[config.mk]
export PLATFORM = sky130hd
export DESIGN_NAME = multi_stack_engine
export DESIGN_NICKNAME = d
export VERILOG_FILES = /design/src/rtl/mse_pkg.sv /design/src/rtl/multi_stack_engine.sv /design/src/rtl/mse_ctrl.sv /design/src/rtl/mse_datapath.sv
export SDC_FILE = /design/constraint.sdc
export NUM_CORES = 2
export LEC_CHECK = 0
export BUFFER_PORTS_ARGS = -buffer_cell sky130_fd_sc_hd__buf_2
export CORE_AREA = 5 5 491 493
export CTS_CLUSTER_SIZE = 12
export DETAILED_ROUTE_END_ITERATION = 6
export DIE_AREA = 0 0 496 498
export GPL_ROUTABILITY_DRIVEN = 0
export SYNTH_ARGS = -nofsm -noshare
export SYNTH_HDL_FRONTEND = slang
export SYNTH_SLANG_ARGS = --single-unit
export TNS_END_PERCENT = 30
[constraint.sdc]
create_clock -name clk -period 17.95 [get_ports clk]
set_input_delay 3.59 -clock clk [delete_from_list [all_inputs] [get_ports clk]]
set_output_delay 3.59 -clock clk [all_outputs]
set_load 0.01 [all_outputs]
[src/rtl/mse_pkg.sv]
// Package for the multi-stack engine: operation, stack and status codes,
// stack depths and the index widths derived from them.
// No dependencies; imported by every module of the block.
package mse_pkg;

  localparam int CALC_DEPTH = 25;
  localparam int OPER_DEPTH = 48;
  localparam int ARG_DEPTH  = 16;
  localparam int PARM_DEPTH = 16;

  localparam int CNT_W = 6;

  localparam int CALC_AW = (CALC_DEPTH > 1) ? $clog2(CALC_DEPTH) : 1;
  localparam int OPER_AW = (OPER_DEPTH > 1) ? $clog2(OPER_DEPTH) : 1;
  localparam int ARG_AW  = (ARG_DEPTH > 1)  ? $clog2(ARG_DEPTH)  : 1;
  localparam int PARM_AW = (PARM_DEPTH > 1) ? $clog2(PARM_DEPTH) : 1;

  localparam int TOK_W  = 8;
  localparam int VAL_W  = 32;
  localparam int CALC_W = TOK_W + VAL_W;

  typedef logic [CNT_W-1:0] cnt_t;

  typedef enum logic [2:0] {
    OP_CLEAR = 3'd0,
    OP_PUSH  = 3'd1,
    OP_POP   = 3'd2,
    OP_PEEK  = 3'd3,
    OP_EMPTY = 3'd4
  } op_t;

  typedef enum logic [1:0] {
    SEL_CALC = 2'd0,
    SEL_OPER = 2'd1,
    SEL_ARG  = 2'd2,
    SEL_PARM = 2'd3
  } sel_t;

  typedef enum logic [1:0] {
    ST_OK        = 2'd0,
    ST_OVERFLOW  = 2'd1,
    ST_UNDERFLOW = 2'd2
  } status_t;

  // Commands from the controller to the datapath.
  typedef struct packed {
    logic load_item;  // capture the accepted input item
    logic exec;       // read top entry, write pushed entry, update fill count
    logic form;       // load the output register
  } cmd_t;

  function automatic cnt_t depth_of(input logic [1:0] sel);
    cnt_t d;
    case (sel)
      SEL_CALC: d = CNT_W'(CALC_DEPTH);
      SEL_OPER: d = CNT_W'(OPER_DEPTH);
      SEL_ARG:  d = CNT_W'(ARG_DEPTH);
      default:  d = CNT_W'(PARM_DEPTH);
    endcase
    return d;
  endfunction

endpackage

[src/rtl/multi_stack_engine.sv]
// Top level of the multi-stack engine: four LIFO stacks behind stream ports.
// Instantiates mse_ctrl and mse_datapath; depends on mse_pkg.
//
// Usage:
//   Input stream (in_*): one operation per transfer. tuser carries op and
//   stack_sel, tdata carries the token and the 32-bit push value.
//   Output stream (out_*): exactly one result per input transfer, in order.
//   Configuration (cfg_*): a write sets the error token; cfg_ready is high
//   whenever reset is released. Write it only while no operation is in flight.
// Sequencing:
//   After its input transfer an item passes through stack memory access
//   with fill count update, then result forming, each registered; the
//   result then stays valid until it transfers. The sequencer handles one
//   item at a time through capture, memory access, forming and output states,
//   so a new item is taken only after the previous result has transferred.
// Reset:
//   rst_n clears every fill count (all stacks empty) and the error token, and
//   holds in_tready and cfg_ready low. Stack contents are not cleared; only
//   written entries are ever used in a result.
// Backpressure:
//   While out_tready is low the result holds and in_tready stays low.
module multi_stack_engine
  import mse_pkg::*;
(
  input  logic        clk,
  input  logic        rst_n,
  input  logic        in_tvalid,
  output logic        in_tready,
  input  logic [39:0] in_tdata,   // token[7:0], push_value[39:8]
  input  logic [4:0]  in_tuser,   // op[2:0], stack_sel[4:3]
  output logic        out_tvalid,
  input  logic        out_tready,
  output logic [39:0] out_tdata,  // token_out[7:0], value_out[39:8]
  output logic [2:0]  out_tuser,  // is_empty[0], status[2:1]
  input  logic        cfg_valid,
  output logic        cfg_ready,
  input  logic [7:0]  cfg_data
);

  cmd_t       cmd;
  logic [7:0] token_out;
  logic [31:0] value_out;
  logic       is_empty;
  logic [1:0] status;

  assign cfg_ready = rst_n;

  mse_ctrl u_ctrl (
    .clk        (clk),
    .rst_n      (rst_n),
    .in_tvalid  (in_tvalid),
    .in_tready  (in_tready),
    .out_tvalid (out_tvalid),
    .out_tready (out_tready),
    .cmd        (cmd)
  );

  mse_datapath u_dp (
    .clk        (clk),
    .rst_n      (rst_n),
    .cmd        (cmd),
    .op         (in_tuser[2:0]),
    .stack_sel  (in_tuser[4:3]),
    .token      (in_tdata[7:0]),
    .push_value (in_tdata[39:8]),
    .cfg_we     (cfg_valid && cfg_ready),
    .cfg_wdata  (cfg_data),
    .token_out  (token_out),
    .value_out  (value_out),
    .is_empty   (is_empty),
    .status     (status)
  );

  assign out_tdata = {value_out, token_out};
  assign out_tuser = {status, is_empty};

  // One item in flight: an accepted transfer closes the input until its result leaves.
  a_one_in_flight: assert property (@(posedge clk) disable iff (!rst_n)
    (in_tvalid && in_tready) |=> !in_tready)
    else $error("input accepted while an item is in flight");

  a_no_overlap: assert property (@(posedge clk) disable iff (!rst_n)
    out_tvalid |-> !in_tready)
    else $error("input ready while a result is pending");

  // Underflow only happens on an empty stack; overflow never on an empty one.
  a_underflow_empty: assert property (@(posedge clk) disable iff (!rst_n)
    (out_tvalid && (out_tuser[2:1] == ST_UNDERFLOW)) |-> out_tuser[0])
    else $error("underflow reported on a non-empty stack");

  a_overflow_nonempty: assert property (@(posedge clk) disable iff (!rst_n)
    (out_tvalid && (out_tuser[2:1] == ST_OVERFLOW)) |-> !out_tuser[0])
    else $error("overflow reported on an empty stack");

endmodule

[src/rtl/mse_ctrl.sv]
// Controller of the multi-stack engine: one-hot sequencer that steps each
// item through capture, execute, result forming and output hand-off.
// Depends on mse_pkg.
module mse_ctrl
  import mse_pkg::*;
(
  input  logic clk,
  input  logic rst_n,
  input  logic in_tvalid,
  output logic in_tready,
  output logic out_tvalid,
  input  logic out_tready,
  output cmd_t cmd
);

  typedef enum logic [3:0] {
    S_IDLE = 4'b0001,
    S_EXEC = 4'b0010,
    S_FORM = 4'b0100,
    S_OUT  = 4'b1000
  } state_t;

  state_t state_r, state_nxt;

  always_comb begin
    state_nxt = state_r;
    unique case (state_r)
      S_IDLE: begin
        if (in_tvalid) state_nxt = S_EXEC;
      end
      S_EXEC: state_nxt = S_FORM;
      S_FORM: state_nxt = S_OUT;
      S_OUT: begin
        if (out_tready) state_nxt = S_IDLE;
      end
      default: state_nxt = S_IDLE;
    endcase
  end

  always_ff @(posedge clk) begin
    if (!rst_n) begin
      state_r <= S_IDLE;
    end else begin
      state_r <= state_nxt;
    end
  end

  // The input stays closed while reset is held.
  assign in_tready     = (state_r == S_IDLE) && rst_n;
  assign out_tvalid    = (state_r == S_OUT);
  assign cmd.load_item = in_tready && in_tvalid;
  assign cmd.exec      = (state_r == S_EXEC);
  assign cmd.form      = (state_r == S_FORM);

endmodule

[src/rtl/mse_datapath.sv]
// Datapath of the multi-stack engine: item registers, fill counters, the
// four stack memories, the error token register and the result register.
// Depends on mse_pkg; driven by commands from mse_ctrl.
module mse_datapath
  import mse_pkg::*;
(
  input  logic             clk,
  input  logic             rst_n,
  input  cmd_t             cmd,
  input  logic [2:0]       op,
  input  logic [1:0]       stack_sel,
  input  logic [TOK_W-1:0] token,
  input  logic [VAL_W-1:0] push_value,
  input  logic             cfg_we,
  input  logic [TOK_W-1:0] cfg_wdata,
  output logic [TOK_W-1:0] token_out,
  output logic [VAL_W-1:0] value_out,
  output logic             is_empty,
  output logic [1:0]       status
);

  logic [2:0]       op_r;
  logic [1:0]       sel_r;
  logic [TOK_W-1:0] tok_r;
  logic [VAL_W-1:0] val_r;
  logic [TOK_W-1:0] err_tok_r;

  cnt_t fill_r [4];

  logic [CALC_W-1:0] calc_mem [CALC_DEPTH];
  logic [TOK_W-1:0]  oper_mem [OPER_DEPTH];
  logic [TOK_W-1:0]  arg_mem  [ARG_DEPTH];
  logic [TOK_W-1:0]  parm_mem [PARM_DEPTH];

  logic [CALC_W-1:0] calc_rd_r;
  logic [TOK_W-1:0]  oper_rd_r, arg_rd_r, parm_rd_r;

  logic       empty_r, rd_ok_r;
  logic [1:0] status_r;

  logic [TOK_W-1:0] token_out_r;
  logic [VAL_W-1:0] value_out_r;
  logic             is_empty_r;
  logic [1:0]       status_out_r;

  cnt_t cnt, dep, top;
  logic empty, full, rd_ok, do_push, do_pop, is_rd_op;
  logic [1:0] status_nxt;
  logic [TOK_W-1:0] byte_rd;

  always_comb begin
    cnt      = fill_r[sel_r];
    dep      = depth_of(sel_r);
    top      = cnt - CNT_W'(1);
    empty    = (cnt == '0);
    full     = (cnt >= dep);
    rd_ok    = !empty && (cnt <= dep);
    is_rd_op = (op_r == OP_POP) || (op_r == OP_PEEK);
    do_push  = (op_r == OP_PUSH) && !full;
    do_pop   = (op_r == OP_POP) && rd_ok;
    status_nxt = ST_OK;
    if ((op_r == OP_PUSH) && full) status_nxt = ST_OVERFLOW;
    if ((op_r == OP_POP) && !rd_ok) status_nxt = ST_UNDERFLOW;
  end

  always_ff @(posedge clk) begin
    if (!rst_n) begin
      err_tok_r <= '0;
    end else if (cfg_we) begin
      err_tok_r <= cfg_wdata;
    end
  end

  always_ff @(posedge clk) begin
    if (cmd.load_item) begin
      op_r  <= op;
      sel_r <= stack_sel;
      tok_r <= token;
      val_r <= push_value;
    end
  end

  always_ff @(posedge clk) begin
    if (!rst_n) begin
      for (int i = 0; i < 4; i++) fill_r[i] <= '0;
    end else if (cmd.exec) begin
      if (op_r == OP_CLEAR) begin
        for (int i = 0; i < 4; i++) fill_r[i] <= '0;
      end else if (do_push) begin
        fill_r[sel_r] <= cnt + CNT_W'(1);
      end else if (do_pop) begin
        fill_r[sel_r] <= top;
      end
    end
  end

  // Each memory is read at the current top and written at the next free slot.
  always_ff @(posedge clk) begin
    if (cmd.exec) begin
      calc_rd_r <= calc_mem[top[CALC_AW-1:0]];
      if (do_push && (sel_r == SEL_CALC)) calc_mem[cnt[CALC_AW-1:0]] <= {tok_r, val_r};
    end
  end

  always_ff @(posedge clk) begin
    if (cmd.exec) begin
      oper_rd_r <= oper_mem[top[OPER_AW-1:0]];
      if (do_push && (sel_r == SEL_OPER)) oper_mem[cnt[OPER_AW-1:0]] <= tok_r;
    end
  end

  always_ff @(posedge clk) begin
    if (cmd.exec) begin
      arg_rd_r <= arg_mem[top[ARG_AW-1:0]];
      if (do_push && (sel_r == SEL_ARG)) arg_mem[cnt[ARG_AW-1:0]] <= tok_r;
    end
  end

  always_ff @(posedge clk) begin
    if (cmd.exec) begin
      parm_rd_r <= parm_mem[top[PARM_AW-1:0]];
      if (do_push && (sel_r == SEL_PARM)) parm_mem[cnt[PARM_AW-1:0]] <= tok_r;
    end
  end

  always_ff @(posedge clk) begin
    if (cmd.exec) begin
      empty_r  <= empty;
      rd_ok_r  <= rd_ok;
      status_r <= status_nxt;
    end
  end

  always_comb begin
    case (sel_r)
      SEL_CALC: byte_rd = calc_rd_r[CALC_W-1:VAL_W];
      SEL_OPER: byte_rd = oper_rd_r;
      SEL_ARG:  byte_rd = arg_rd_r;
      default:  byte_rd = parm_rd_r;
    endcase
  end

  always_ff @(posedge clk) begin
    if (cmd.form) begin
      if (is_rd_op) begin
        token_out_r <= rd_ok_r ? byte_rd : err_tok_r;
      end else begin
        token_out_r <= '0;
      end
      if ((op_r == OP_POP) && (sel_r == SEL_CALC) && rd_ok_r) begin
        value_out_r <= calc_rd_r[VAL_W-1:0];
      end else begin
        value_out_r <= '0;
      end
      is_empty_r   <= empty_r;
      status_out_r <= status_r;
    end
  end

  assign token_out = token_out_r;
  assign value_out = value_out_r;
  assign is_empty  = is_empty_r;
  assign status    = status_out_r;

endmodule
==> results_dict.tcl <==
set metrics [dict create \
    setup_violations 0 \
    drc 0 \
    io_pins 104 \
    area_delta_synth_final_pct 13.46 \
    grt_pass1_vias 34964 \
    relSlewSlack_pct 15.60 \
    die_x_um 496 \
    dieHeight_um 498 \
    drive_gt1_share_pct 21.69 \
    synth_area_leaders "edfxtp_1 78%, mux4_2 12%, mux2i_1 1.4%" \
    worstSetupEndpoint "in_tready" \
    holdWs_ns 0.4185 \
    total_power_mw 9.166 \
    p_leak_nw 24.36 \
    cp_slowest_cell "buf_2" \
    cp_common_cell "buf_2" \
    final_util_pct 33.75 \
    peakVddDrop_v 0.00008287 \
    nFillCells 22192 \
    status "finished, final reports clean" \
    finalWirelength_um 172900 \
    startpoint_type "primary input" \
    synth.avg_cell_area_um2 20.53 \
    rsz0062_at_grt "no" \
    critPathRequiredTime_ns 14.36 \
    cts.clk_slew.worst_paths_ns 0.06 \
    crit_buf_inv 2 \
    hold_class "flip-flop to flip-flop" \
    drt_iter0_drc 3875 \
    reg2reg_depth 13 \
    grt_max_degree 121 \
    synthArstFlopShare_pct 0 \
    cts_tree "yes" \
    cp.arrival_ns 4.08 \
    yosys.cell_types.count 63 \
    antenna_found_initial 11 \
    firstDrtPassIters 5 \
    syn_inst 3427 \
    r2r_end "u_dp.calc_rd_r[14]" \
    synth_top_area_cell "edfxtp_1" \
    crit_cells 3 \
    drv_cap 0 \
    critPathMaxStageDelay_ns 0.20 \
    portBuffers 103 \
    power.density_mw_per_mm2 114.8 \
    cts_resized 0 \
    grt_pass1_wl_um 249900 \
    synth_nets 3493 \
    ys_warn_count 0 \
    grt.total_usage_pct 13.75 \
    dp_hpwl_um 88090 \
    die_area_mm2 0.2470 \
    startpoint "rst_n" \
    start_util_pct 29.74 \
    crit_path_end_kind "primary output" \
    clock_latency_ns 0.83 \
    critPathTopFamily "buffers and inverters" \
    rrSetupSlack_ns 11.08 \
    cts_inserted_buffers 178 \
    cts.sinks 1834 \
    criticalPathCategory "primary input to primary output" \
    dr_total_vias 34275 \
    maxSlewViolCount 0 \
    min_period_ns 7.666 \
    worstPathMaxFanout 15 \
    ys_seq_area_share_pct 78.09 \
    synth.top_cell.area_share_pct 77.69 \
    ant_nets 0 \
    cts_hold_buf 0 \
    tns_ns 0 \
    root_buffer "clkbuf_16" \
    htree_levels 4 \
    clk_path_buf_depth 3 \
    cts_setup_buffers 0 \
    yosysMostFrequentCell "edfxtp_1" \
    fin_nets 3658 \
    worst_pin_slew_ns 1.266 \
    ys_ff_latch 1834 \
    via_per_inst 5.014 \
    avgRoutedWirePerCell_um 25.30 \
    syn-cell-area_mm2 0.07034 \
    core_region_area_mm2 0.2365 \
    period_share_pct 42.71 \
    synth_flop_cell "edfxtp_1" \
    synth_common_cells "1820 x edfxtp_1, 360 x mux4_2, 240 x nand2_1" \
    cp_cell_sequence "buf_2 -> and2_1 -> buf_2" \
    overflow 0 \
    fmax_ghz 0.1305 \
    synth_edf_count 1820 \
    instances_no_fill 6836 \
    hold_viol_final 0 \
    skew_ns 0.04122 \
    dp_cells 6579 \
    fp-row-count 179 \
]
[report_power, final]
part	switching, mW	total [mW]	internal (mW)
Combinational	0.620	1.00	0.385
Sequential	0.0299	4.76	4.73
Clock	1.56	3.40	1.84
[worst register-to-register path, delay by kind of cell (launching register included)]
kind	cells	cell delay [ns]
AOI/OAI and AO/OA	3	0.57
xor gates and xnor gates	1	0.23
adders and majority gates	1	0.40
buffers and inverters	6	3.61
DFF	1	0.61
muxes	2	1.15
[cell type report]
cell class / instances / area (um2) / area share [%]
clock buffers: 220 / 4676 / 5.858
clock inverters: 34 / 426.7 / 0.5346
flip-flops and latches: 1834 / 54930 / 68.83
multi-input cells: 1387 / 14640 / 18.34
well taps: 3167 / 3963 / 4.965
repair buffers: 179 / 1111 / 1.392
inverters: 12 / 60.06 / 0.07525
diodes: 3 / 7.507 / 0.009406
[worst min path at each step]
stage / end / start / depth (start not counted) / slack, ns
floorplan: u_dp.is_empty / u_dp.empty_r / 0 / 0.40
global placement: u_dp.status[1] / u_dp.status_r[1] / 0 / 0.41
detailed placement: u_dp.status[1] / u_dp.status_r[1] / 0 / 0.40
finish: u_dp.status[0] / u_dp.status_r[0] / 0 / 0.42
global route: u_dp.status[1] / u_dp.status_r[1] / 0 / 0.43
CTS: u_dp.status[1] / u_dp.status_r[1] / 0 / 0.42
[registers in the layout (all words and copies together) (netlist names), 2 cells and up, named ones only]
register and flops:
u_dp.tok_r 8, u_dp.sel_r 2, u_dp.parm_mem 128, u_ctrl.state_r 4
u_dp.parm_rd_r 8, u_dp.token_out 8, u_dp.calc_rd_r 40, u_dp.op_r 3
u_dp.fill_r 24, u_dp.arg_rd_r 8, u_dp.status 2, u_dp.oper_mem 384
u_dp.value_out 32, u_dp.val_r 32, u_dp.arg_mem 128, u_dp.calc_mem 1000
u_dp.oper_rd_r 8, u_dp.status_r 2, u_dp.err_tok_r 8
[cell families after synthesis]
group	after synthesis	synth area share (%)
flip-flops	1834	78.09
AND/OR/NAND/NOR	602	3.929
multiplexers	459	12.94
AO/OA/AOI/OAI	311	3.303
buffers and inverters	206	1.455
adder cells (fa/ha/maj)	8	0.1423
XOR/XNOR	7	0.1352
[per-stage QoR]
step                setup WS [ns]  cell area, um2
floorplan                   6.804           70340
global placement            10.27           74700
detailed placement          10.27           74700
CTS                         10.27           79810
global route                10.23           79810
finish                      10.28           79810
[metal layers]
metal  GRT usage, %  wire (um)
met1          19.37      74170
met2          21.71      81470
met3          2.964      13520
met4          3.519       3763
met5              0         11
[layout by cell type (no fill, tap or decap), types with 7 or more instances in the layout]
cell | synthesis | routed
o21ai_0 | 11 | 11
mux4_2 | 360 | 360
dfxtp_1 | 14 | 14
clkbuf_16 | 0 | 181
mux2i_1 | 95 | 95
nor2_4 | 1 | 29
and2_1 | 55 | 55
clkinv_16 | 0 | 8
a211oi_1 | 25 | 25
o41ai_1 | 8 | 8
o21ai_1 | 44 | 44
nand3_1 | 83 | 83
o211ai_1 | 49 | 49
a21boi_0 | 14 | 14
a221oi_1 | 40 | 40
ha_1 | 8 | 8
inv_1 | 9 | 9
o22ai_1 | 8 | 8
clkbuf_1 | 85 | 39
nand2_1 | 240 | 240
buf_4 | 30 | 74
a31oi_1 | 17 | 17
nor2b_1 | 16 | 16
nor2_1 | 154 | 127
clkinv_1 | 1 | 16
edfxtp_1 | 1820 | 1820
nor3_1 | 8 | 7
buf_2 | 62 | 103
a32oi_1 | 34 | 34
and4_1 | 7 | 7
a22o_1 | 41 | 41
Note: power is estimated with default switching activity, not from simulation.
